==> config.mk <==
export PLATFORM = sky130hd
export DESIGN_NAME = trem_div
export DESIGN_NICKNAME = d
export VERILOG_FILES = /design/src/sv/trem_pkg.sv /design/src/sv/trem_div.sv
export SDC_FILE = /design/constraint.sdc
export NUM_CORES = 1
export LEC_CHECK = 0
export ABC_AREA = 1
export BUFFER_PORTS_ARGS = -buffer_cell sky130_fd_sc_hd__clkbuf_2
export CORE_MARGIN = 2
export CORE_UTILIZATION = 40
export CTS_BUF_LIST = sky130_fd_sc_hd__clkbuf_8
export CTS_CLUSTER_DIAMETER = 200
export DETAILED_ROUTE_END_ITERATION = 8
export SKIP_LAST_GASP = 1
export SLEW_MARGIN = 25
export SYNTH_ARGS = -nofsm -noshare
export SYNTH_HDL_FRONTEND = slang
export SYNTH_SLANG_ARGS = --single-unit
export TNS_END_PERCENT = 5
==> constraint.sdc <==
create_clock -name clk -period 5.4 [get_ports clk]
set_input_delay 1.08 -clock clk [delete_from_list [all_inputs] [get_ports clk]]
set_output_delay 1.08 -clock clk [all_outputs]
set_load 0.05 [all_outputs]
==> src/sv/trem_pkg.sv <==
// shared types, constants and helpers of the traffic rate monitor
package trem_pkg;

	// register map
	localparam int PADDR_W = 3;
	localparam logic REG_ALPHA = 1'b0;
	localparam logic REG_WMS   = 1'b1;

	// register reset values and limits
	localparam logic [16:0] ALPHA_RST = 17'd6554;
	localparam logic [16:0] ALPHA_ONE = 17'd65536;
	localparam logic [15:0] WMS_RST   = 16'd1000;

	// time and fixed point constants
	localparam logic [19:0] NS_PER_MS = 20'd1000000;
	localparam logic [47:0] DELAY_MIN = 48'h8000_0000_0000;
	localparam logic [63:0] EMA_HALF  = 64'd32768;

	// elapsed nanoseconds to milliseconds: drop six bits, multiply by the
	// rounded-up reciprocal of 15625 and drop 71 more bits
	localparam logic [57:0] MS_RECIP = 58'(((72'd1 << 71) + 72'd15624) / 72'd15625);
	localparam logic [2:0]  MS_LAST  = 3'd4;

	// shared divider geometry
	localparam int DIV_DW = 66;
	localparam int DIV_SW = 44;
	localparam int DIV_CW = 7;
	localparam logic [DIV_CW-1:0] DIV_STEPS = 7'd66;

	// input queue geometry
	localparam int Q_AW = 1;
	localparam logic [Q_AW:0] Q_DEPTH = 2'd2;

	// one classified input word
	typedef struct packed {
		logic [62:0] arrival;
		logic        has_sent;
		logic [47:0] delay_smp;
		logic [31:0] add_bytes;
	} trem_item_t;

	// effective configuration
	typedef struct packed {
		logic [16:0] alpha;
		logic [15:0] wms;
	} trem_cfg_t;

	typedef struct packed {
		logic              start;
		logic [DIV_DW-1:0] dividend;
		logic [DIV_SW-1:0] divisor;
	} trem_div_req_t;

	typedef struct packed {
		logic              done;
		logic [DIV_DW-1:0] quotient;
	} trem_div_rsp_t;

	typedef struct packed {
		logic        start;
		logic [16:0] alpha;
		logic [47:0] acc;
		logic [47:0] sample;
	} trem_ema_req_t;

	typedef struct packed {
		logic        done;
		logic [47:0] result;
	} trem_ema_rsp_t;

	typedef enum logic [3:0] {
		ST_IDLE,
		ST_UPD,
		ST_CHK,
		ST_DLY_W,
		ST_WIN,
		ST_MS_W,
		ST_RATE_GO,
		ST_RATE_W,
		ST_BW_W,
		ST_BWE_W,
		ST_OUT
	} trem_state_t;

	// count * 256000 as (count * 125) << 11
	function automatic logic [65:0] scale_rate(input logic [47:0] cnt);
		logic [54:0] ext;
		logic [54:0] m125;
		ext = {7'b0, cnt};
		m125 = (ext << 7) - (ext << 1) - ext;
		return {m125, 11'b0};
	endfunction

endpackage

==> src/sv/trem_div.sv <==
// shared restoring divider, one quotient bit per cycle
module trem_div (
	input  logic                    clk,
	input  logic                    arst_n,
	input  trem_pkg::trem_div_req_t req,
	output trem_pkg::trem_div_rsp_t rsp
);
	import trem_pkg::*;

	logic [DIV_SW-1:0] rem_q;
	logic [DIV_DW-1:0] quo_q;
	logic [DIV_SW-1:0] dvs_q;
	logic [DIV_CW-1:0] cnt_q;
	logic              busy_q;
	logic              done_q;
	logic [DIV_SW:0]   shifted;
	logic [DIV_SW:0]   rem_next;
	logic              ge;

	// one restoring step
	assign shifted  = {rem_q, quo_q[DIV_DW-1]};
	assign ge       = (shifted >= {1'b0, dvs_q});
	assign rem_next = ge ? (shifted - {1'b0, dvs_q}) : shifted;

	// step control
	always_ff @(posedge clk or negedge arst_n) begin
		if (!arst_n) begin
			busy_q <= 1'b0;
			done_q <= 1'b0;
			cnt_q  <= '0;
		end else begin
			done_q <= 1'b0;
			if (req.start) begin
				busy_q <= 1'b1;
				cnt_q  <= DIV_STEPS;
			end else if (busy_q) begin
				cnt_q <= cnt_q - 1'b1;
				if (cnt_q == DIV_CW'(1)) begin
					busy_q <= 1'b0;
					done_q <= 1'b1;
				end
			end
		end
	end

	// remainder and quotient shift
	always_ff @(posedge clk) begin
		if (req.start) begin
			rem_q <= '0;
			quo_q <= req.dividend;
			dvs_q <= req.divisor;
		end else if (busy_q) begin
			rem_q <= rem_next[DIV_SW-1:0];
			quo_q <= {quo_q[DIV_DW-2:0], ge};
		end
	end

	assign rsp.done     = done_q;
	assign rsp.quotient = quo_q;

endmodule

# ---- Word-level counts from Yosys, hierarchy flattened
# Cells that the tools add are included.
dict set report classes {
  add_sub_neg 2
  order_cmp 1
  n_eq_ne 1
  n_mux 11
  reduce_logical 1
}
# op n
set op_table {}
lappend op_table {{two-way mux 66 bit} 2}
lappend op_table {{>= comparator 45 x 44 -> 1 bit} 1}
lappend op_table {{two-way mux 44 bit} 1}
lappend op_table {{subtractor 44 bit} 1}
lappend op_table {{two-way mux 7 bit} 2}
lappend op_table {{equality test 7 x 1 -> 1 bit (second input constant)} 1}
lappend op_table {{subtractor 7 x 1 -> 7 bit (second input constant)} 1}
lappend op_table {{two-way mux 1 bit} 6}
lappend op_table {{nonzero test 2 bit} 1}
dict set report totals {
  regBits 163
  input_bits 113
  output_inout_bits 67
  word_cells 22
}

# ---- Logic depth before layout (Yosys ltp)
dict set report depth {
  word_depth 4
  depth_mapped 17
  ltp_nobuf 17
}

# ---- Worst setup path before layout
# No wires, ideal clock.
dict set report synth_timing {
  kind {input port to flip-flop}
  startpoint {input req[110] in the netlist's numbering}
  endpoint {register quo_q[0] (enable)}
  setup_ns 0.456
  t_arrival_ns 3.254
  t_required_ns 4.944
  slack_ns 1.690
  stages 3
  n_path_buf 1
  cell_sequence {nor2_1 > inv_2 > clkbuf_1}
}
dict set report synth_via {
  elab_chain_len 1
}
# element line_no
set synth_lines {}
lappend synth_lines {{start, declared} trem_div.sv:5} ;# input trem_pkg::trem_div_req_t req,
lappend synth_lines {{nonzero test 2 bit (no line)} -}
lappend synth_lines {{end signal, assigned} trem_div.sv:50} ;# quo_q <= req.dividend;
lappend synth_lines {{end signal, assigned} trem_div.sv:54} ;# quo_q <= {quo_q[DIV_DW-2:0], ge};
lappend synth_lines {{end, declared} trem_div.sv:11} ;# logic [DIV_DW-1:0] quo_q;
# Every way passes these cells.
# A chain may end at the register's enable or synchronous reset.

# ---- Final worst setup path
# Ends and elaborated chain as after synthesis.

==> flow_summary.json <==
{
  "outcome": "finished, final reports clean",
  "routed_via_density": 4.70,
  "cap_viol_max_count": 0,
  "synth-simple-area-share": 0.355,
  "worstSkewPairLatency_ns": 0.48,
  "placedCellCount": 1970,
  "slew_viol_final": 0,
  "ir_drop_mv": 0.147,
  "drc": 0,
  "syn-cell-area_um2": 10500,
  "ys_types": 40,
  "core-area_um2": 25800,
  "post_cts_resized": 0,
  "start_kind": "input port",
  "io_buffers": 179,
  "critPathCaptureType": "register",
  "numCtsBuffers": 17,
  "synthMuxAreaShare": 0,
  "cts_setup_buffers": 0,
  "grt_pass1_vias": 9040,
  "stdcell_area_um2": 12100,
  "tightest_slew_ns": 0.948,
  "postCtsHoldBufs": 0,
  "ys_seq_area_frac": 0.421,
  "diodes": 0,
  "worst-path-max-fanout": 51,
  "cts-htree-levels": 4,
  "total_power_mw": 2.96,
  "max_freq_ghz": 0.344,
  "syn_area_per_cell_um2": 7.04,
  "cts_tree": "yes",
  "grt_max_degree": 88,
  "grt_usage": 0.201,
  "drtAntennaViolNets": 0,
  "hold_path_class": "in -> async",
  "dieWidth_um": 166,
  "stdcell_count": 2002,
  "fin_setup_tns_ns": 0,
  "synth_fa_ha_area_frac": 0.0569,
  "via_count": 9403,
  "period_needed_ns": 2.91,
  "dr.pass1.iters": 5,
  "path_class": "in -> reg",
  "die_h_um": 166,
  "period_share": 0.538,
  "p_leak_nw": 6.57,
  "clockRootBuffer": "clkbuf_8",
  "clock-sinks": 163,
  "rsz0062_at_grt": "false",
  "place.detailed.hpwl_um": 20900,
  "syn-instance-count": 1487,
  "synth_top_family_by_area": "simple AND/OR/NAND/NOR gates",
  "worstPathArrival_ns": 3.08,
  "hold_viol": 0,
  "synth_xor_xnor_area_share": 0.0192,
  "dpl-instance-area_um2": 11600,
  "p_per_area_nw_per_um2": 246,
  "drt_iter0_drc": 533,
  "crit_required_ns": 5.57,
  "rows": 59,
  "yosysWarnings": 0,
  "setup_viol": 0,
  "grt_overflow_total": 0,
  "routabilityCongestion": 0.962,
  "nNetsFinal": 1814,
  "wl_um": 27300,
  "final_util": 0.467,
  "die_area_um2": 27500,
  "synth_compound_area_frac": 0.0377,
  "io_pins": 180,
  "clk_pin_slew_worst_paths_ns": 0.13,
  "grt_pass1_wl_um": 45100,
  "syn_nets": 1647,
  "clockBufferDepth": 2,
  "routedWlPerCell_um": 13.6,
  "drive_above_1_share": 0.151,
  "start_util": 0.405,
  "yosys_register_bits": 163,
  "antenna_found_initial": 0,
  "max_slew_margin": 0.368,
  "skew_ns": 0.0280,
  "syn2layout_area_growth_pct": 15.3
}
-- worst paths after layout --
check	end	start	slack [ns]	cells after the start
worst max-delay path	quo_q[0]	req[110]	2.49	5
worst min-delay path	cnt_q[5]	arst_n	0.43	1
worst max register to register	rem_q[1]	dvs_q[19]	2.55	13
worst min register to register	rem_q[25]	rem_q[25]	0.48	2
max in group asynchronous	cnt_q[0]	arst_n	4.74	1
min in group clk	rem_q[25]	rem_q[25]	0.48	2
-- area by class of cell --
| cell class | count | area [um2] |
|---|---|---|
| fill | 2734 | 13800 |
| multi-input combinational | 1037 | 4910 |
| sequential | 163 | 4410 |
| inverter | 251 | 943 |
| timing repair buffer | 184 | 936 |
| tap | 335 | 419 |
| clock buffer | 17 | 234 |
| clock inverter | 15 | 205 |
-- through the flow --
stage	hold WS [ns]	setup WS [ns]
after global placement	0.459	1.95
after floorplan	0.444	1.69
final	0.426	2.49
after CTS	0.405	2.42
after detailed placement	0.457	1.92
after global routing	0.412	2.26
-- report_power, final --
part           leakage, nW  switching, mW  total [mW]  internal, mW
sequential            1.62         0.0457        1.47          1.43
clock                0.212          0.587       0.951         0.364
combinational         4.74          0.390       0.538         0.148
total                 6.57           1.02        2.96          1.94
-- per-layer routing --
metal | up-vias | global-route usage | routed length, um
li1 | 4940 | - | -
met1 | 4203 | 0.275 | 12900
met2 | 239 | 0.329 | 12600
met3 | 21 | 0.0403 | 1600
met4 | 0 | 0.0442 | 273
met5 | - | 0 | 0
-- sequential cells by signal, summed over array words and instances (netlist names) --
| signal | count |
|---|---|
| done_q | 1 |
| busy_q | 1 |
| rem_q | 44 |
| quo_q | 66 |
| dvs_q | 44 |
| cnt_q | 7 |
-- logic make-up after synthesis --
logic type	Yosys count
AND/OR/NAND/NOR	893
buffers and inverters	287
flip-flops	163
AO/OA/AOI/OAI	74
adder cells (fa/ha/maj)	47
XOR/XNOR	23
-- Yosys cell counts, drive strengths merged --
| master | count | share of area |
|---|---|---|
| ha | 46 | 0.055 |
| nand2 | 649 | 0.24 |
| edfxtp | 110 | 0.32 |
| fa | 1 | 0.0019 |
| dfxtp | 44 | 0.084 |
| xnor2 | 22 | 0.018 |
| clkbuf | 17 | 0.0061 |
| nand4 | 8 | 0.0048 |
| nor4 | 2 | 0.0012 |
| nand3b | 26 | 0.019 |
| nor3 | 5 | 0.0033 |
| nand3 | 110 | 0.053 |
| clkinv | 6 | 0.0022 |
| o21a | 1 | 0.00072 |
| nor2 | 91 | 0.037 |
| a31oi | 1 | 0.00060 |
| a22oi | 1 | 0.00072 |
| a21oi | 39 | 0.019 |
| o21ai | 28 | 0.013 |
| dfrtp | 9 | 0.022 |
| or2 | 1 | 0.00060 |
| buf | 19 | 0.013 |
| and2 | 1 | 0.00060 |
| o21bai | 4 | 0.0029 |
| inv | 245 | 0.088 |
| xor2 | 1 | 0.00084 |
-- worst max-delay path, stage by stage --
cell      delay (ns)
buf_4           0.23
nor2_2          0.12
buf_4           0.33
clkinv_2        0.72
buf_4           0.56
-- placed cells by master (no fill, tap or decap), drive strengths merged --
| cell type | netlist | routed |
|---|---|---|
| o21ai | 28 | 28 |
| clkinvlp | 0 | 1 |
| nand4 | 8 | 8 |
| nand3 | 110 | 110 |
| dfxtp | 44 | 44 |
| o21a | 1 | 1 |
| buf | 19 | 6 |
| xor2 | 1 | 1 |
| nand3b | 26 | 26 |
| a21oi | 39 | 39 |
| inv | 245 | 249 |
| clkinv | 6 | 16 |
| or2 | 1 | 1 |
| nor3 | 5 | 5 |
| dfrtp | 9 | 9 |
| a22oi | 1 | 1 |
| a31oi | 1 | 1 |
| o21bai | 4 | 4 |
| xnor2 | 22 | 22 |
| fa | 1 | 1 |
| nor2 | 91 | 91 |
| clkbuf | 17 | 195 |
| ha | 46 | 46 |
| and2 | 1 | 1 |
| edfxtp | 110 | 110 |
| nor4 | 2 | 2 |
| nand2 | 649 | 649 |
No activity file was read; power rests on OpenSTA's default activity.
