==> src/sv/trem_pkg.sv <==
// shared types, constants and helpers of the traffic rate monitor
package trem_pkg;

	// register map
	localparam int PADDR_W = 3;
	localparam logic REG_ALPHA = 1'b0;
	localparam logic REG_WMS   = 1'b1;

	// register reset values and limits
	localparam logic [16:0] ALPHA_RST = 17'd6554;
	localparam logic [16:0] ALPHA_ONE = 17'd65536;
	localparam logic [15:0] WMS_RST   = 16'd1000;

	// time and fixed point constants
	localparam logic [19:0] NS_PER_MS = 20'd1000000;
	localparam logic [47:0] DELAY_MIN = 48'h8000_0000_0000;
	localparam logic [63:0] EMA_HALF  = 64'd32768;

	// elapsed nanoseconds to milliseconds: drop six bits, multiply by the
	// rounded-up reciprocal of 15625 and drop 71 more bits
	localparam logic [57:0] MS_RECIP = 58'(((72'd1 << 71) + 72'd15624) / 72'd15625);
	localparam logic [2:0]  MS_LAST  = 3'd4;

	// shared divider geometry
	localparam int DIV_DW = 66;
	localparam int DIV_SW = 44;
	localparam int DIV_CW = 7;
	localparam logic [DIV_CW-1:0] DIV_STEPS = 7'd66;

	// input queue geometry
	localparam int Q_AW = 1;
	localparam logic [Q_AW:0] Q_DEPTH = 2'd2;

	// one classified input word
	typedef struct packed {
		logic [62:0] arrival;
		logic        has_sent;
		logic [47:0] delay_smp;
		logic [31:0] add_bytes;
	} trem_item_t;

	// effective configuration
	typedef struct packed {
		logic [16:0] alpha;
		logic [15:0] wms;
	} trem_cfg_t;

	typedef struct packed {
		logic              start;
		logic [DIV_DW-1:0] dividend;
		logic [DIV_SW-1:0] divisor;
	} trem_div_req_t;

	typedef struct packed {
		logic              done;
		logic [DIV_DW-1:0] quotient;
	} trem_div_rsp_t;

	typedef struct packed {
		logic        start;
		logic [16:0] alpha;
		logic [47:0] acc;
		logic [47:0] sample;
	} trem_ema_req_t;

	typedef struct packed {
		logic        done;
		logic [47:0] result;
	} trem_ema_rsp_t;

	typedef enum logic [3:0] {
		ST_IDLE,
		ST_UPD,
		ST_CHK,
		ST_DLY_W,
		ST_WIN,
		ST_MS_W,
		ST_RATE_GO,
		ST_RATE_W,
		ST_BW_W,
		ST_BWE_W,
		ST_OUT
	} trem_state_t;

	// count * 256000 as (count * 125) << 11
	function automatic logic [65:0] scale_rate(input logic [47:0] cnt);
		logic [54:0] ext;
		logic [54:0] m125;
		ext = {7'b0, cnt};
		m125 = (ext << 7) - (ext << 1) - ext;
		return {m125, 11'b0};
	endfunction

endpackage

==> src/sv/trem_queue.sv <==
// two-word queue between front end and back end
module trem_queue (
	input  logic                 clk,
	input  logic                 arst_n,
	input  logic                 push,
	input  trem_pkg::trem_item_t push_item,
	input  logic                 pop,
	output trem_pkg::trem_item_t pop_item,
	output logic                 full,
	output logic                 empty
);
	import trem_pkg::*;

	trem_item_t      mem_q [2**Q_AW];
	logic [Q_AW-1:0] wr_ptr_q;
	logic [Q_AW-1:0] rd_ptr_q;
	logic [Q_AW:0]   cnt_q;

	// pointers and fill level
	always_ff @(posedge clk or negedge arst_n) begin
		if (!arst_n) begin
			wr_ptr_q <= '0;
			rd_ptr_q <= '0;
			cnt_q    <= '0;
		end else begin
			if (push) begin
				wr_ptr_q <= wr_ptr_q + 1'b1;
			end
			if (pop) begin
				rd_ptr_q <= rd_ptr_q + 1'b1;
			end
			if (push && !pop) begin
				cnt_q <= cnt_q + 1'b1;
			end else if (pop && !push) begin
				cnt_q <= cnt_q - 1'b1;
			end
		end
	end

	// storage
	always_ff @(posedge clk) begin
		if (push) begin
			mem_q[wr_ptr_q] <= push_item;
		end
	end

	assign pop_item = mem_q[rd_ptr_q];
	assign full     = (cnt_q == Q_DEPTH);
	assign empty    = (cnt_q == '0);

endmodule

==> config.mk <==
export PLATFORM = sky130hd
export DESIGN_NAME = trem_queue
export DESIGN_NICKNAME = d
export VERILOG_FILES = /design/src/sv/trem_pkg.sv /design/src/sv/trem_queue.sv
export SDC_FILE = /design/constraint.sdc
export NUM_CORES = 1
export LEC_CHECK = 0
export BUFFER_PORTS_ARGS = -buffer_cell sky130_fd_sc_hd__buf_2
export CAP_MARGIN = 20
export CORE_MARGIN = 1
export CORE_UTILIZATION = 47
export DETAILED_ROUTE_END_ITERATION = 10
export MAX_ROUTING_LAYER = met4
export PLACE_DENSITY = 0.79
export SYNTH_ARGS = -nofsm -noshare
export SYNTH_HDL_FRONTEND = slang
export SYNTH_SLANG_ARGS = --single-unit
==> constraint.sdc <==
create_clock -name clk -period 7.9 [get_ports clk]
set_input_delay 0.395 -clock clk [delete_from_list [all_inputs] [get_ports clk]]
set_output_delay 0.395 -clock clk [all_outputs]
set_load 0.1 [all_outputs]
Word level (Yosys, flattened, before mapping)
Memory sizes are Yosys's and may differ from the RTL's. Index checks and enable logic that the tools add are counted.

$add $sub $neg: 4. Equal/unequal tests: 1. Muxes and demuxes: 4. Reductions and logical operators: 6.

Operators by type and width (count): $mux 2 (2); $add 1x1->1 const B (2); $add 2x1->2 const B (1); $eq 2x2->1 const B (1); $logic_and 1x1->1 (2); $logic_not 1->1 (2); $logic_not 2->1 (1); $mux 1 (2); $reduce_bool 2->1 (1); $sub 2x1->2 const B (1).

Flip-flop bits (word level): 4. Bits in writable memories: 288. Input port bits: 148. Output and inout bits: 146. Word-level logic and storage cells: 19. Memories kept: 1.

Memory list: mem_q (words 2, width 144, read ports 1, clocked after memory_dff 0, write ports 1, RTL line trem_queue.sv:14) `trem_item_t mem_q [2**Q_AW];`.

Depth between registers and ports, before layout
Depth after elaboration: 4. Mapped depth: 5. Gate-level depth less buffers: 5.

Worst setup path before layout
OpenSTA, ideal clock, no wires.

Path type: register -> register. From: reg wr_ptr_q. To: mem mem_q[0][0] in the netlist's numbering (enable). Library setup time: 0.667 ns. Arrival time: 6.761 ns. Data required time: 7.233 ns. Path slack: 0.472 ns. Cell stages (with the launch flop): 2. Path buffers: 0. Period minus slack after synthesis: 7.428 ns. Cells stage by stage: dfrtp_1 nor2b_1.

RTL lines: start, declared (RTL line trem_queue.sv:15) `logic [Q_AW-1:0] wr_ptr_q;`; start signal, assigned (RTL line trem_queue.sv:27) `wr_ptr_q <= wr_ptr_q + 1'b1;`; end, declared (RTL line trem_queue.sv:14).

No word-level cell before the write port.

==> results summary <==
In the synthesized netlist, the number of instances is 464. The clock sink count is 292. After Yosys synthesis, and, or, nand and nor cells account for 0.244% of the synthesized area.

The count of pins over their slew limit is 0. The final critical path takes up between 40% and 50% of the cycle. The cell area after synthesis came out at 0.0108 mm².

The slew of the pin with the lowest slew margin is 1.06 ns. For flop-to-flop paths, the worst setup slack is 5.13 ns. The deepest level of the CTS H-tree came out at 1. For this run, the register share of the synthesized area comes to 81.2%. Data arrives at the worst endpoint at 2.80 ns. The TritonCTS buffer count is 30. The number of maximum-capacitance violations came out at 0. The routed wirelength normalized by instance count is 18.0 µm. The synthesized netlist devotes less than 1% of its cell area to XOR and XNOR gates.

The largest clock skew in the final design came out at 0.00748 ns. The top achievable clock speed is 313 MHz. The final sum of negative setup slack came out at 0 ns.

The shortest period the worst path allows came out at 3.19 ns. The horizontal die dimension came out at ~150 µm. The number of warnings printed during yosys synthesis came out at 0.

The relative area change from synthesis to final layout is 25.4%. The core region is 0.0226 mm². Setup repair after global routing left no endpoint under its margin. The post-synthesis compound-gate area fraction came out at 0%. The area share of the largest cell type after synthesis is about four fifths. The relative slew slack is 29.5%. Row generation in the floorplan step produced 55 rows. The mux contribution to synthesized area is 16.8%. The critical path required time is 7.51 ns.

After synthesis, the cell types taking the most area are sky130_fd_sc_hd__edfxtp_1, sky130_fd_sc_hd__mux2_2, sky130_fd_sc_hd__mux2_4, sky130_fd_sc_hd__dfrtp_1, sky130_fd_sc_hd__buf_6. The post-detailed-placement half-perimeter wirelength came out at 12.6 mm. The count of buffers added by post-CTS timing repair for setup came out at 0. The synthesized netlist devotes less than 1% of its cell area to adder and majority cells. The number of global-route vias before repair came out at 5784. In this run the worst hold path is classified as in -> reg.

The worst setup path is of the reg -> out kind. In this run the remaining antenna-violating nets after routing total 0. The fraction of layout instances using a drive strength above 1 came out at 60.7%. The worst setup path is launched from a flop. The clock latency of the later-clocked register in the worst-skew pair is 0.53 ns. For this run, the total global-route usage over all layers was measured as between 10% and 20%. The first-pass GRT wire length came out at between 20 and 30 mm. The number of hold violations in the final report is 0. Averaged over all synthesized cells, the footprint is 23.2 µm². The highest fanout seen on the critical path is 56. The routed layout has 5395 vias. The count of buffers inserted at the top-level ports is 293. Summed over all instances, the cell type with the most area after synthesis is sky130_fd_sc_hd__edfxtp_1. The number of placed I/O pins is 294. After clock tree synthesis, the clock-pin slew on the worst setup and hold paths is 0.06 ns. Clock tree synthesis selected as its root buffer the cell sky130_fd_sc_hd__clkbuf_16. Global routing finished with a remaining overflow of 0. The run finished with clean final reports. Setup violations remaining at the end of the flow were counted as 0. The DRC violation count after routing is 0. The first routing iteration left 201 violations.

For this run, the detailed router's first-pass iteration total came to 6. Entering global routing, the biggest net connects 78 pins. The via density per instance is 4.96. After synthesis the netlist holds a flip-flop and latch count of 292.

The final wirelength is between 15 and 20 mm. For this configuration, the core starts out at a cell density of 47.7%. The number of filler instances in the final layout came out at around 1700. The global placement routability congestion came out at 0.741. The nature of the critical path endpoint is a primary output. The number of antenna violations at the first check in global routing is 1. The final net count is 928. The net count after synthesis is just over 600. The full die area came out at 0.0235 mm².

In this run the deepest clock path goes through 3 buffers. The largest family of logic cells by synthesized area is multiplexers. The count of unique library cells instantiated by Yosys is 13.

The die is 153 µm tall. TritonCTS built the clock tree.
[routing by layer]
metal	up-vias	track usage, %	wire length, µm
met4	0	5.76	656
met5	-	-	0
met1	2636	18.7	7450
met3	43	4.65	1510
met2	236	28.9	9970
li1	2480	-	-
[cell families (layout without fill, tap and decap cells)]
logic type / after synthesis / after routing
DFF: 292 / 292
muxes: 144 / 144
buffers and inverters: 17 / 355
xor gates and xnor gates: 5 / 5
and+or+nand+nor: 5 / 5
adders and majority gates: 1 / 1
other: 0 / 1
[path summary, 6_finish.rpt]
| kind | from | to | depth (start not counted) |
|---|---|---|---|
| max in group asynchronous | arst_n | rd_ptr_q | 2 |
| worst max register to register | wr_ptr_q | mem_q[0][14] | 3 |
| worst min-delay path | push_item[120] | mem_q[1][120] | 1 |
| min in group asynchronous | arst_n | wr_ptr_q | 2 |
| worst min register to register | cnt_q[1] | cnt_q[1] | 1 |
| worst max-delay path | rd_ptr_q | pop_item[98] | 3 |
[worst max-delay path: stages, from the launching register on]
cell	delay (ns)
sky130_fd_sc_hd__dfrtp_4	0.65
sky130_fd_sc_hd__buf_4	0.80
sky130_fd_sc_hd__mux2_4	0.30
sky130_fd_sc_hd__buf_2	0.42
[cell usage in the layout (no fill, tap or decap)]
cell                              n
sky130_fd_sc_hd__edfxtp_1       288
sky130_fd_sc_hd__xor2_1           4
sky130_fd_sc_hd__buf_4            5
sky130_fd_sc_hd__xnor2_1          1
sky130_fd_sc_hd__clkinv_2         3
sky130_fd_sc_hd__dfrtp_4          1
sky130_fd_sc_hd__nor2b_4          1
sky130_fd_sc_hd__clkbuf_16       31
sky130_fd_sc_hd__mux2_2          94
sky130_fd_sc_hd__dlygate4sd3_1    1
sky130_fd_sc_hd__bufinv_16        2
sky130_fd_sc_hd__inv_6            1
sky130_fd_sc_hd__ha_1             1
sky130_fd_sc_hd__and2_4           1
sky130_fd_sc_hd__clkbuf_8         5
sky130_fd_sc_hd__inv_1            1
sky130_fd_sc_hd__nor2b_1          1
sky130_fd_sc_hd__buf_2          293
sky130_fd_sc_hd__mux2_4          50
sky130_fd_sc_hd__nor2_1           2
sky130_fd_sc_hd__diode_2          1
sky130_fd_sc_hd__clkbuf_1        11
sky130_fd_sc_hd__dfrtp_1          3
sky130_fd_sc_hd__clkinv_1         2
[through the flow]
| step | hold WS [ns] | cell area [µm²] | cells | util [%] | setup slack (ns) |
|---|---|---|---|---|---|
| 6_report | 0.0445 | 13500 | 1088 | 59.8 | 4.71 |
| 3_3_place_gp | 0.209 | 12500 | 1031 | 55.5 | 5.01 |
| 3_5_place_dp | 0.213 | 12500 | 1031 | 55.5 | 5.00 |
| 4_1_cts | 0.0162 | 13500 | 1087 | 59.8 | 4.66 |
| 5_1_grt | 0.0189 | 13500 | 1088 | 59.8 | 4.58 |
| 2_1_floorplan | 0.0994 | 10800 | 464 | - | 0.472 |
[timing repair]
| item | CTS | global route |
|---|---|---|
| hold endpoints to repair | 4 | 0 |
| resized for setup | 0 | 0 |
| hold buffers | 1 | 0 |
[synth_stat cells]
cell type,count
sky130_fd_sc_hd__and2_1,1
sky130_fd_sc_hd__buf_2,9
sky130_fd_sc_hd__buf_6,7
sky130_fd_sc_hd__dfrtp_1,4
sky130_fd_sc_hd__edfxtp_1,288
sky130_fd_sc_hd__ha_1,1
sky130_fd_sc_hd__inv_1,1
sky130_fd_sc_hd__mux2_2,94
sky130_fd_sc_hd__mux2_4,50
sky130_fd_sc_hd__nor2_1,2
sky130_fd_sc_hd__nor2b_1,2
sky130_fd_sc_hd__xnor2_1,1
sky130_fd_sc_hd__xor2_1,4
[layout make-up]
cell class	instances	area [µm²]	share of cell area, %
Timing Repair Buffer	299	1510	11.2
Clock inverter	8	91.3	0.676
Tap cell	285	357	2.64
Clock buffer	47	886	6.56
Sequential cell	292	8750	64.8
Inverter	1	3.75	0.0278
Antenna cell	1	2.50	0.0185
Multi-Input combinational cell	155	1900	14.1
[registers in the layout, summed over array words and instances, names as in the netlist]
signal,cells
cnt_q,2
mem_q,288
rd_ptr_q,1
wr_ptr_q,1
Power is not shown: default switching activity piles up to over one toggle a cycle in this logic, so the estimate is an artifact.
