**config.mk**
```make
export PLATFORM = sky130hd
export DESIGN_NAME = trem_front
export DESIGN_NICKNAME = d
export VERILOG_FILES = /design/src/sv/trem_pkg.sv /design/src/sv/trem_front.sv
export SDC_FILE = /design/constraint.sdc
export NUM_CORES = 1
export LEC_CHECK = 0
export BUFFER_PORTS_ARGS = -buffer_cell sky130_fd_sc_hd__buf_2
export CORE_MARGIN = 5
export CORE_UTILIZATION = 34
export DETAILED_ROUTE_END_ITERATION = 8
export GPL_TIMING_DRIVEN = 0
export SYNTH_ARGS = -nofsm -noshare
export SYNTH_HDL_FRONTEND = slang
export SYNTH_SLANG_ARGS = --single-unit
```
**constraint.sdc**
```tcl
create_clock -name vclk -period 7.77
set_clock_uncertainty 0.1 [all_clocks]
set_input_delay 1.554 -clock vclk [all_inputs]
set_output_delay 1.554 -clock vclk [all_outputs]
set_load 0.03 [all_outputs]
```
**src/sv/trem_pkg.sv**
```systemverilog
// shared types, constants and helpers of the traffic rate monitor
package trem_pkg;

	// register map
	localparam int PADDR_W = 3;
	localparam logic REG_ALPHA = 1'b0;
	localparam logic REG_WMS   = 1'b1;

	// register reset values and limits
	localparam logic [16:0] ALPHA_RST = 17'd6554;
	localparam logic [16:0] ALPHA_ONE = 17'd65536;
	localparam logic [15:0] WMS_RST   = 16'd1000;

	// time and fixed point constants
	localparam logic [19:0] NS_PER_MS = 20'd1000000;
	localparam logic [47:0] DELAY_MIN = 48'h8000_0000_0000;
	localparam logic [63:0] EMA_HALF  = 64'd32768;

	// elapsed nanoseconds to milliseconds: drop six bits, multiply by the
	// rounded-up reciprocal of 15625 and drop 71 more bits
	localparam logic [57:0] MS_RECIP = 58'(((72'd1 << 71) + 72'd15624) / 72'd15625);
	localparam logic [2:0]  MS_LAST  = 3'd4;

	// shared divider geometry
	localparam int DIV_DW = 66;
	localparam int DIV_SW = 44;
	localparam int DIV_CW = 7;
	localparam logic [DIV_CW-1:0] DIV_STEPS = 7'd66;

	// input queue geometry
	localparam int Q_AW = 1;
	localparam logic [Q_AW:0] Q_DEPTH = 2'd2;

	// one classified input word
	typedef struct packed {
		logic [62:0] arrival;
		logic        has_sent;
		logic [47:0] delay_smp;
		logic [31:0] add_bytes;
	} trem_item_t;

	// effective configuration
	typedef struct packed {
		logic [16:0] alpha;
		logic [15:0] wms;
	} trem_cfg_t;

	typedef struct packed {
		logic              start;
		logic [DIV_DW-1:0] dividend;
		logic [DIV_SW-1:0] divisor;
	} trem_div_req_t;

	typedef struct packed {
		logic              done;
		logic [DIV_DW-1:0] quotient;
	} trem_div_rsp_t;

	typedef struct packed {
		logic        start;
		logic [16:0] alpha;
		logic [47:0] acc;
		logic [47:0] sample;
	} trem_ema_req_t;

	typedef struct packed {
		logic        done;
		logic [47:0] result;
	} trem_ema_rsp_t;

	typedef enum logic [3:0] {
		ST_IDLE,
		ST_UPD,
		ST_CHK,
		ST_DLY_W,
		ST_WIN,
		ST_MS_W,
		ST_RATE_GO,
		ST_RATE_W,
		ST_BW_W,
		ST_BWE_W,
		ST_OUT
	} trem_state_t;

	// count * 256000 as (count * 125) << 11
	function automatic logic [65:0] scale_rate(input logic [47:0] cnt);
		logic [54:0] ext;
		logic [54:0] m125;
		ext = {7'b0, cnt};
		m125 = (ext << 7) - (ext << 1) - ext;
		return {m125, 11'b0};
	endfunction

endpackage

```
**src/sv/trem_front.sv**
```systemverilog
// front end: accepts message words and classifies them for the queue
module trem_front (
	input  logic                 msg_valid,
	output logic                 msg_stall,
	input  logic [62:0]          arrival_ns,
	input  logic [62:0]          sent_ns,
	input  logic [31:0]          msg_bytes,
	input  logic                 has_payload,
	input  logic                 q_full,
	output logic                 q_push,
	output trem_pkg::trem_item_t q_item
);
	import trem_pkg::*;

	logic [63:0] diff;
	logic [47:0] diff_sat;

	// arrival minus send, two's complement
	assign diff = {1'b0, arrival_ns} - {1'b0, sent_ns};

	// clamp delay to the 48-bit signed range
	always_comb begin
		if (diff[63:47] == '0 || diff[63:47] == '1) begin
			diff_sat = diff[47:0];
		end else if (diff[63]) begin
			diff_sat = DELAY_MIN;
		end else begin
			diff_sat = ~DELAY_MIN;
		end
	end

	// classified word, delay biased to unsigned
	always_comb begin
		q_item.arrival   = arrival_ns;
		q_item.has_sent  = (sent_ns != '0);
		q_item.delay_smp = diff_sat ^ DELAY_MIN;
		q_item.add_bytes = has_payload ? msg_bytes : '0;
	end

	// handshake
	assign msg_stall = q_full;
	assign q_push    = msg_valid & ~q_full;

endmodule

```
# == After elaboration in Yosys (flattened, before gate mapping) ==
# Cells that the tools add are included.
# W data, S select, Z words.
# op_classes
n_addsub,1
mul,0
div_mod_pow,0
n_lt_le_gt_ge,0
eq_ne,1
shift,0
n_mux,3
bitwise_logic,3
n_reduce_logical,3
# op_table
cell,n
$mux W48,2
$sub A63 B63 Y64,1
$reduce_bool A63 Y1,1
$mux W32,1
$eq A17 B17 Y1 const B,1
$logic_not A17 Y1,1
$not A1 Y1,2
$and A1 B1 Y1,1
$logic_or A1 B1 Y1,1
# word_totals
reg_bits,0
latch_bits,0
ramBits,0
rom_bits,0
inputBits,161
output_inout_bits,146
mem_count,0

# == Depth between registers and ports, before layout ==
# Gate-level depths: netlist (run 1).
# logic_depth
word_depth,5
depth_mapped,17
mapped_depth_nobuf,14

# == Least setup slack after synthesis (run 1) ==
# No wires, ideal clock.
# synth_timing
path_type,in2out
from,in sent_ns[28]
to,out q_item[45] in the netlist's numbering
arrival_time_ps,5034
required_ps,6116
slack_ps,1082
stages,16
path_buffers,3
path_cell_list,inv_1 ha_1 buf_2 nand2_2 nor3_4 nand2_1 or4_1 a21o_1 and4_1 or3_1 nor4b_2 nand4_1 buf_4 buf_6 nor4b_2 a211oi_1
# synth_rtl
item,line_no,source
"start, declared",trem_front.sv:6,"input logic [62:0] sent_ns,"
"end, declared",trem_front.sv:11,output trem_pkg::trem_item_t q_item

==> results.toml, run 1 <==
[status]
status = "completed"

[global_routing]
grt_max_degree = 11
grt_pass1_wl_mm = 43.45
grt.total_usage_pct = 23.35
antenna_found_initial = 0
grt_remaining_overflow = 0
grt_pass1_vias = 8147

[timing]
min_period_ns = 7.582
slew_violations = 0
rsz0062_at_grt = "false"
slew_headroom_pct = 38.31
fin_setup_tns_ns = 0
fin_crit_sh_pct = 97.59
worstMarginPinSlew_ns = 0.9169
setup_ws_ns = 0.1875
setup_viol_count_final = 0
hold_violations = 0
fmax_mhz = 131.9
whs_ns = 3.296

[floorplanning]
start_util_pct = 34.74
dieArea_um2 = 22940
num_rows = 51
fp.dieW_um = 151.5
coreArea_um2 = 19590
io_pins = 307
die_y_um = 151.5

[critical_path]
slowest_stage = "nor4_1"
critPathArrivalTime_ns = 5.93
path_cells = "buf_2 > inv_1 > ha_1 > buf_2 > nand2_1 > nor4_1 > and2_1 > a311oi_1 > a211o_1 > and3_1 > o31a_1 > xor2_1 > nor4b_2 > a21oi_1 > buf_6 > buf_6 > a211oi_2 > buf_2"
cp.required_ns = 6.12
crit_type = "in2out"
crit_path_end_kind = "primary output"
critPathMostFrequentCell = "buf_2"
cpPeakStageDelay_ns = 0.50
critical_path.max_fanout = 10
critical_path.startpoint_type = "primary input"

[placed_design]
postPlaceCellArea_um2 = 8673
dp_hpwl_mm = 25.00
post-place-cells = 1565
dp_slack_ns = 0.06759
place_congestion = 0.9659
io_buffers = 307

[power_and_ir_drop]
power.internal_uw = 308.5
switching_share_pct = 65.56
comb_power_share_pct = 100.0
switchingPower_uw = 587.2
p_leak_nw = 4.126
ir_drop_mv = 0.07558
clockPowerShare_pct = 0
finalPower_uw = 895.7
pwr-share-seq_pct = 0
power_density_nw_per_um2 = 103.0

[finish]
syn2layout_area_growth_pct = 27.80
final_nets = 1527
seq_area_um2 = 0
seq_cell_count = 0
fill_cells = 2157
n_clock_buffer = 0
layout-drive-gt1-share_pct = 38.38
final_cells = 1565
design_area_um2 = 8697
utilization_pct = 44.40
antennaDiodeCount = 0

[drt]
top_layer = "met4"
vias = 8526
ant_nets = 0
met2_length_mm = 13.25
first_iter_violations = 688
wl_per_cell_um = 18.27
via_per_inst = 5.448
drt_wl_total_mm = 28.59
wl_met1_mm = 12.94
drt_pass1_iterations = 7
dr_wl_met3_mm = 1.672
drcViolationCount = 0

[worst_hold_path]
holdPathStages = 3
holdCritPathClass = "in2out"

[synth]
synth.distinct_cells = 68
synth_nets = 1218
synth_cells = 993
ys_warn_count = 0
syn_area_per_cell_um2 = 6.853
synth_top_area_share_pct = 11.58
synth_top_cell_by_area = "ha_1"
synthTopCellsByCount = "a21oi_1, nand2_1, inv_1, buf_4, ha_1"
synth.area.top_cells = "ha_1, buf_4, nor4b_2, a21oi_1, a211oi_2"
yosysSeqAreaShare_pct = 0
syn_area_um2 = 6805
synth.most_common_cell = "a21oi_1"

[clock_tree]
post_cts_buffers = 0

[job]
max-cap-violations = 0
==> routing by layer <==
layer	track usage, %	vias up
met1	33.63	3938
met5	0	-
met4	5.258	0
met3	1.011	41
li1	-	4218
met2	38.50	329
==> cells by family after synthesis <==
logic type,share of synthesized area (%)
and+or+nand+nor,33.24
AOI/OAI and AO/OA,31.53
buffers and inverters,16.47
adders and majority gates,11.88
xor gates and xnor gates,6.564
muxes,0.3126
==> power by group through the flow <==
stage          clock, mW  combinational [mW]  sequential, mW
2_1_floorplan          0               0.627               0
3_3_place_gp           0               0.879               0
3_5_place_dp           0               0.881               0
4_1_cts                0               0.886               0
5_1_grt                0               0.969               0
6_report               0               0.896               0
==> critical path, delay by kind of cell <==
family / cells / cell delay (ns)
compound gates: 5 / 1.40
buf+inv: 6 / 1.02
fa+ha+maj: 1 / 0.27
simple gates: 5 / 1.50
xor+xnor: 1 / 0.17
==> cell type report <==
class | count | area [µm²] | share of cell area, %
repair buffers | 307 | 1536 | 17.67
plain buffers | 125 | 827.0 | 9.509
multi-input cells | 789 | 5705 | 65.60
inverters | 79 | 296.5 | 3.410
well taps | 265 | 331.6 | 3.812
==> final timing paths <==
check / to / startpoint / slack [ns]
setup / recovery: q_item[67] / sent_ns[20] / 0.19
hold / removal: q_push / q_full / 3.30
==> what timing repair did <==
item / in CTS / in global routing
gates resized for setup: 0 / 8
endpoints found under the setup margin: 0 / 46
hold buffers: 0 / 0
==> cells in the final DEF, fill, tap and decap left out, types with 15 or more instances in the layout <==
cell type / count
a211oi_2: 30
nand3_1: 15
nor4b_2: 32
nor4_1: 22
nand4_1: 31
nand2_1: 89
buf_4: 70
o21ai_0: 45
buf_2: 339
nor3_1: 30
a211oi_1: 28
ha_1: 63
a21oi_1: 92
inv_1: 79
xnor2_1: 22
a21o_1: 18
and2_1: 37
xor2_1: 27
nor2_1: 53
Power figures use the tool's default switching activity.
==> run 2, diff against run 1 <==
CORE_UTILIZATION = 40   (was 34)
PLACE_DENSITY = 0.7   (was not set)
clock period = 8.6 ns   (was 7.77 ns; I/O delays follow)
==> results.toml, run 2 (same netlist as run 1, synthesis figures left out) <==
[status]
status = "completed"

[placed_design]
io_buffers = 307
place_congestion = 0.9648
postPlaceCellArea_um2 = 8617
dp_hpwl_mm = 24.42
post-place-cells = 1520
dp_slack_ns = 0.6708

[global_routing]
grt_max_degree = 11
grt_pass1_vias = 8487
grt_remaining_overflow = 0
antenna_found_initial = 1
grt_pass1_wl_mm = 43.99
grt.total_usage_pct = 26.64

[timing]
whs_ns = 3.629
fin_crit_sh_pct = 93.41
hold_violations = 0
slew_violations = 0
rsz0062_at_grt = "false"
setup_viol_count_final = 0
setup_ws_ns = 0.5670
min_period_ns = 8.033
slew_headroom_pct = 37.31
fin_setup_tns_ns = 0
fmax_mhz = 124.5
worstMarginPinSlew_ns = 0.9318

[critical_path]
critPathArrivalTime_ns = 6.21
crit_path_end_kind = "primary output"
crit_type = "in2out"
critical_path.max_fanout = 10
critical_path.startpoint_type = "primary input"
cp.required_ns = 6.78

[drt]
wl_per_cell_um = 18.37
via_per_inst = 5.667
drt_pass1_iterations = 5
met2_length_mm = 13.09
wl_met1_mm = 11.88
ant_nets = 0
drcViolationCount = 0
dr_wl_met3_mm = 2.030
vias = 8620
first_iter_violations = 564
drt_wl_total_mm = 27.94
top_layer = "met4"

[floorplanning]
fp.dieW_um = 140.4
coreArea_um2 = 16640
die_y_um = 140.4
io_pins = 307
dieArea_um2 = 19720
num_rows = 47
start_util_pct = 40.89

[worst_hold_path]
holdCritPathClass = "in2out"

[finish]
syn2layout_area_growth_pct = 26.66
utilization_pct = 51.79
multi_input_area_um2 = 5684
final_nets = 1527
final_cells = 1521
fill_cells = 1785
seq_cell_count = 0
n_clock_buffer = 0
mostFrequentLayoutCell = "buf_2"
final_cell_mix = "buf_2, a21oi_1, nand2_1"
seq_area_um2 = 0
design_area_um2 = 8620
layout-drive-gt1-share_pct = 38.00

[clock_tree]
hold_buffers = 0
cts_resized = 0
post_cts_buffers = 0

[power_and_ir_drop]
clockPowerShare_pct = 0
power_density_nw_per_um2 = 93.34
ir_drop_mv = 0.08507
p_leak_nw = 4.113
comb_power_share_pct = 100.0
switchingPower_uw = 527.3
switching_share_pct = 65.54
power.internal_uw = 277.3
finalPower_uw = 804.6
pwr-share-seq_pct = 0

[job]
max-cap-violations = 0
[run 2: power groups by stage]
stage	registers (mW)	clock network [mW]	logic (mW)
after floorplan	0	0	0.566
after global placement	0	0	0.788
after detailed placement	0	0	0.792
after CTS	0	0	0.796
after global routing	0	0.0000000156	0.870
final	0	0.0000000156	0.805
[run 2: critical path: stages]
cell      delay [ns]
buf_2           0.09
inv_1           0.04
ha_1            0.25
buf_2           0.19
nand4_1         0.22
or3_1           0.46
a311oi_1        0.59
nor3b_1         0.20
o31ai_1         0.27
a21oi_1         0.15
xnor2_1         0.68
clkbuf_1        0.63
nor4b_2         0.14
a211oi_2        0.31
buf_2           0.26
[run 2: cell type report]
class / count / share of cell area (%)
well taps: 220 / 3.193
repair buffers: 307 / 17.83
diodes: 1 / 0.02903
multi-input cells: 789 / 65.95
plain buffers: 125 / 9.566
inverters: 79 / 3.440
[run 2: worst paths after layout]
check | from | endpoint | slack [ns] | cells past startpoint
worst min-delay path | q_full | q_push | 3.63 | 3
worst max-delay path | sent_ns[29] | q_item[65] | 0.57 | 15
[run 2: metal layers]
metal	up-vias	GRT usage [%]
met5	-	0
met4	0	7.904
met3	46	2.284
met2	400	45.41
met1	3958	35.69
li1	4216	-
==> run 3, diff against run 2 <==
BUFFER_PORTS_ARGS = not set   (was -buffer_cell sky130_fd_sc_hd__buf_2)
DONT_BUFFER_PORTS = 1   (was not set)
PLACE_DENSITY = not set   (was 0.7)
==> results.toml, run 3 (same netlist as run 1, synthesis figures left out) <==
[power_and_ir_drop]
p_leak_nw = 2.836
finalPower_uw = 710.2
ir_drop_mv = 0.05530
power_density_nw_per_um2 = 100.3

[critical_path]
cpPeakStageDelay_ns = 0.89
path_delay_family = "compound AO/OA/AOI/OAI gates"
critPathArrivalTime_ns = 6.50
startpoint = "sent_ns[2]"
cp.required_ns = 6.78
crit_path_end_kind = "primary output"
path_cells = "inv_1 > ha_1 > o211ai_1 > a21oi_1 > o21ai_0 > a311oi_1 > nor3b_1 > o31ai_1 > a21oi_1 > xnor2_1 > clkbuf_1 > nor4b_2 > a211oi_1"
crit_type = "in2out"
critPathBufInv = 2
slowest_stage = "a211oi_1"
critPathMostFrequentCell = "a21oi_1"
critical_path.startpoint_type = "primary input"
critical_path.max_fanout = 10

[finish]
seq_cell_count = 0
utilization_pct = 42.55
fill_cells = 1804
final_nets = 1220
final_cell_mix = "a21oi_1, nand2_1, inv_1"
layout-drive-gt1-share_pct = 18.83
design_area_um2 = 7081
syn2layout_area_growth_pct = 4.045
final_cells = 1213
n_clock_buffer = 0
mostFrequentLayoutCell = "a21oi_1"
seq_area_um2 = 0
antennaDiodeCount = 0

[worst_hold_path]
min_from = "q_full"
holdCritPathClass = "in2out"

[timing]
whs_ns = 3.453
hold_violations = 0
fin_setup_tns_ns = 0
setup_viol_count_final = 0
slew_violations = 0
rsz0062_at_grt = "false"
min_period_ns = 8.323
fin_crit_sh_pct = 96.78
slew_headroom_pct = 24.46
setup_ws_ns = 0.2773
fmax_mhz = 120.2
worstMarginPinSlew_ns = 1.126

[floorplanning]
start_util_pct = 40.89
num_rows = 47
dieArea_um2 = 19720
fp.dieW_um = 140.4
coreArea_um2 = 16640
io_pins = 307
die_y_um = 140.4

[placed_design]
dp_hpwl_mm = 23.75
postPlaceCellArea_um2 = 7081
dp_slack_ns = 0.3463
place_congestion = 0.9421
post-place-cells = 1213
io_buffers = 0

[global_routing]
antenna_found_initial = 0
grt.total_usage_pct = 25.29
grt_pass1_wl_mm = 40.48
grt_pass1_vias = 7087
grt_remaining_overflow = 0
grt_max_degree = 11

[drt]
vias = 7447
wl_per_cell_um = 22.33
drt_wl_total_mm = 27.09
drcViolationCount = 0
drt_pass1_iterations = 5
ant_nets = 0
via_per_inst = 6.139
first_iter_violations = 590

[clock_tree]
hold_buffers = 0
cts_resized = 0
post_cts_buffers = 0

[job]
max-cap-violations = 0

[status]
status = "completed"
==> run 3: changes by cell type in the layout (fill, tap and decap cells not counted), sizes merged <==
cell / before / now
buf: 416 / 109
diode: 1 / 0
==> run 3: power breakdown <==
part | internal [mW] | switching [mW] | leakage [nW]
Combinational | 0.215 | 0.495 | 2.84
Clock | 0 | 0 | 0
Sequential | 0 | 0 | 0
Total | 0.215 | 0.495 | 2.84
==> run 3: worst paths after layout <==
check,endpoint,slack [ns],cells past startpoint
worst min-delay path,q_push,3.45,1
worst max-delay path,q_item[45],0.28,13
==> run 3: cell type report <==
| class | count | area, µm² | area share, % |
|---|---|---|---|
| multi-input cells | 789 | 5684 | 80.28 |
| plain buffers | 125 | 824.5 | 11.65 |
| inverters | 79 | 296.5 | 4.188 |
| well taps | 220 | 275.3 | 3.888 |
==> run 3: routing by layer <==
metal	vias up	wire length, µm	global-route usage, %
met2	299	12530	41.83
met5	-	0	0
met1	3513	11770	34.54
met3	38	2162	4.840
li1	3597	-	-
met4	0	624	4.437
